$ cat src/design/bnms_pkg.sv
package bnms_pkg;

    // Threshold register, unsigned Q0.16. Values above 0.99 turn suppression off.
    localparam int unsigned THR_W = 16;
    localparam logic [THR_W-1:0] THR_RESET = 16'd32768;
    localparam logic [THR_W-1:0] THR_OFF_ABOVE = 16'd64880;

    // Limit register.
    localparam int unsigned MAXB_W = 11;
    localparam logic [MAXB_W-1:0] MAXB_RESET = 11'd1024;

    // Kept counter, saturating.
    localparam int unsigned CNT_W = 16;
    localparam logic [CNT_W-1:0] COUNT_MAX = 16'hFFFF;

    // Configuration port.
    localparam int unsigned CFG_IDX_W = 1;
    localparam int unsigned CFG_DATA_W = 16;
    localparam logic [CFG_IDX_W-1:0] REG_OVERLAP_THRESHOLD = 1'd0;
    localparam logic [CFG_IDX_W-1:0] REG_MAX_BOXES = 1'd1;

    // Result word: keep in bit 0, kept_total in bits 16:1, padded to three bytes.
    localparam int unsigned OUT_DW = 24;

    typedef enum logic [1:0] {
        ST_IDLE,
        ST_SCAN,
        ST_DRAIN,
        ST_FINISH
    } state_t;

    typedef struct packed {
        logic load;
        logic issue;
        logic commit;
    } cmd_t;

    typedef struct packed {
        logic need_scan;
        logic last_issue;
        logic hit;
        logic pipe_empty;
        logic out_free;
    } status_t;

endpackage

$ cat src/design/bnms_ctrl.sv
module bnms_ctrl
(
    input  logic              clk,
    input  logic              rst_n,
    input  logic              in_valid,
    input  bnms_pkg::status_t status,
    output bnms_pkg::cmd_t    cmd,
    output logic              in_ready
);

    bnms_pkg::state_t state_reg;
    bnms_pkg::state_t state_next;

    always_ff @(posedge clk or negedge rst_n)
    begin
        if (!rst_n)
        begin
            state_reg <= bnms_pkg::ST_IDLE;
        end
        else
        begin
            state_reg <= state_next;
        end
    end

    always_comb
    begin
        state_next = state_reg;
        cmd        = '0;
        in_ready   = 1'b0;
        case (state_reg)
            bnms_pkg::ST_IDLE:
            begin
                in_ready = 1'b1;
                if (in_valid)
                begin
                    cmd.load   = 1'b1;
                    state_next = bnms_pkg::ST_SCAN;
                end
            end
            bnms_pkg::ST_SCAN:
            begin
                // An overlap already found ends the scan early.
                if (!status.need_scan || status.hit)
                begin
                    state_next = bnms_pkg::ST_DRAIN;
                end
                else
                begin
                    cmd.issue = 1'b1;
                    if (status.last_issue)
                    begin
                        state_next = bnms_pkg::ST_DRAIN;
                    end
                end
            end
            bnms_pkg::ST_DRAIN:
            begin
                if (status.pipe_empty)
                begin
                    state_next = bnms_pkg::ST_FINISH;
                end
            end
            bnms_pkg::ST_FINISH:
            begin
                if (status.out_free)
                begin
                    cmd.commit = 1'b1;
                    state_next = bnms_pkg::ST_IDLE;
                end
            end
            default:
            begin
                state_next = bnms_pkg::ST_IDLE;
            end
        endcase
    end

endmodule

$ cat config.mk
export PLATFORM = sky130hd
export DESIGN_NAME = bnms_ctrl
export DESIGN_NICKNAME = d
export VERILOG_FILES = /design/src/design/bnms_pkg.sv /design/src/design/bnms_ctrl.sv
export SDC_FILE = /design/constraint.sdc
export NUM_CORES = 1
export LEC_CHECK = 0
export BUFFER_PORTS_ARGS = -buffer_cell sky130_fd_sc_hd__buf_2
export CAP_MARGIN = 20
export CORE_AREA = 2 2 39 41
export DETAILED_ROUTE_END_ITERATION = 8
export DIE_AREA = 0 0 41 43
export GPL_TIMING_DRIVEN = 0
export PLACE_DENSITY_LB_ADDON = 0.1
export SLEW_MARGIN = 10
export SYNTH_ARGS = -nofsm -noshare
export SYNTH_HDL_FRONTEND = slang
export SYNTH_SLANG_ARGS = --single-unit
$ cat constraint.sdc
create_clock -name clk -period 2 [get_ports clk]
set_input_delay 0.4 -clock clk [delete_from_list [all_inputs] [get_ports clk]]
set_output_delay 0.4 -clock clk [all_outputs]
set_load 0.05 [all_outputs]
==> summary.txt <==
outcome = completed
setup tns final = 0 ns
Reg2Reg Capture Point = state_reg[1]
post-synthesis sequential area ratio = 0.226
Inst Count DP = 47
R2R cell count = 5
Synth Area in Adders = 0.282
Die Ht = 43 um
fmax = 0.559 GHz
worst-margin pin slew = 0.353 ns
number of DRC markers in iteration 0 = 0
gp weighted congestion = 0.605
largest family of logic cells by synthesized area = adder cells
met2 wire len = 213 um
Slowest-stage cell, CP = dfrtp_1
Die ar. = 0.00176 sq mm
Worst R2R Start = state_reg[1]
1st-pass router iterations = 1
post-synthesis xor/xnor area fraction = 0
Die Width = 41 um
routed length on met3 = 28 um
Longest Clk Path Bufs = 2
CP max stage delay = 0.40 ns
CP startpoint kind = flop
DRC Markers = 0
clock-pin slew on the worst setup and hold paths = 0.03 ns
final hold vios = 0
Yosys top cell by area = ha_1
synth unique cells = 11
CTS resizes = 0
core area = 0.00138 sq mm
HP Class = primary input to asynchronous set/reset pin
clock buffer count from CTS = 3
drt wl/cell = 8.16 um
Placement Rows = 14
min cycle time layout = 1.79 ns
Final setup viols = 0
top sig layer = met4
Mean Syn Cell Area = 11.1 sq um
vias in the first global route = 201
GRT overflow = 0
initial antenna violation count = 0
H-tree levels = 1
Root Driver = clkbuf_4
Warnings, synthesis = 0
met1 wire length = 154 um
top cells by area, synth = ha_1, dfrtp_1, a2111oi_4
RSZ-0062 raised after global routing = false
worst path arrival time = 1.39 ns
starting density of the core = 0.160
largest net degree at the start of global routing = 5
share of layout cells above drive strength 1 = 0.486
Synth Area in Compound Gates = 0.124
fin cells = 51
Cells after Synth = 20
VDD IR max = 0.000358 V
area growth from synthesis to layout = 48.6%
worst-path maximum fanout = 4
CTS Hold Bufs = 1
gr usage total = 0.0612
CTS tree = done
Sink Count = 2
Total Routed Length = 416 um
post-synth top area share = 0.282
routed vias/inst = 3.65
total power per unit cell area = 1520 mW/mm^2
critical path endpoint category = output pin
Vias = 186
Yosys reg bits = 2
synthesized net count = 33
number of buffers added on ports = 11
slack of the worst reg-to-reg path = 0.25 ns
max_slew headroom = 0.764
Synth Cell Area = 221 sq um
Clock Skew = 0.000390 ns
n_diodes = 0
Max Slew Vio Count = 0
Clock Latency Late Sink = 0.23 ns
max reg flops = 2
final period utilization = 0.894
postcts setup bufs = 0
Cell Chain, Critical Path = inv_1 -> ha_1 -> and3b_1 -> buf_2
P_leak = 0.185 nW
Final nets = 50
simple-gate portion of the synthesized area = 0.198
global-route wire length before repair = 669 um
post-route cell area = 329 sq um
mux cell area share after synthesis = 0.113
Worst Path Class, Setup = flop to output pin
Critical Path RT = 1.60 ns
Max Cap Viol = 0
Placement Cell Area = 297 sq um
post-route ant nets = 0
Ports = 12
==> logic make-up after synthesis <==
logic type,count (synthesis)
flops,2
fa+ha+maj,5
compound gates,1
mux,2
buf+inv,3
simple gates,7
==> per-stage QoR <==
| stage | total power, mW | hold WS (ns) | utilization | setup WS, ns |
|---|---|---|---|---|
| floorplan | 0.358 | 0.104 | - | 0.112 |
| global placement | 0.419 | 0.185 | 0.214 | 0.234 |
| detailed placement | 0.418 | 0.187 | 0.214 | 0.229 |
| CTS | 0.516 | 0.490 | 0.238 | 0.181 |
| global route | 0.553 | 0.509 | 0.238 | 0.113 |
| finish | 0.502 | 0.491 | 0.238 | 0.211 |
==> Yosys cell counts <==
cell and n:
a2111oi_4 1, and2_1 2, and3b_1 1, clkinv_2 1, dfrtp_1 2, ha_1 5, inv_1 2, mux2_4 1
mux2i_1 1, nor2_1 1, nor2b_1 3
==> placed cells by master, fill, tap and decap left out, types with 2 or more instances in the layout <==
master    Yosys  routed
inv_1         2       2
dfrtp_1       2       2
buf_2         0      11
clkbuf_4      0       3
and2_1        2       2
nor2b_1       3       3
ha_1          5       5
==> worst max path at each step <==
stage	from	end	slack, ns
2_1_floorplan	state_reg[1]	state_reg[1]	0.11
3_3_place_gp	state_reg[1]	state_reg[1]	0.23
3_5_place_dp	state_reg[1]	state_reg[1]	0.23
4_1_cts	state_reg[1]	cmd[1]	0.18
5_1_grt	state_reg[1]	cmd[1]	0.11
6_report	state_reg[1]	cmd[1]	0.21
==> where the power goes <==
group          total, mW  switching [mW]  internal, mW
sequential        0.0847          0.0203        0.0644
clock             0.0906          0.0243        0.0663
combinational      0.326           0.189         0.138
==> critical path: cells and delay by family (launching register included) <==
family                     cells  cell delay, ns
DFF                            1            0.40
adders and majority gates      1            0.15
and+or+nand+nor                1            0.22
buffers and inverters          2            0.39
==> cell type report <==
type                    instances  area, sq um
fillers                       143         1050
multi-input cells              15          159
repair buffers                 12         65.1
flip-flops and latches          2         50.0
clock buffers                   3         22.5
well taps                      16         20.0
inverters                       3         12.5
==> per-layer routing <==
metal  vias up  global-route usage
met3         2              0.0157
li1         94                   -
met1        83              0.0579
met2         7              0.0875
met5         -                   0
met4         0              0.0800
Note: power is estimated with default switching activity, not from simulation.
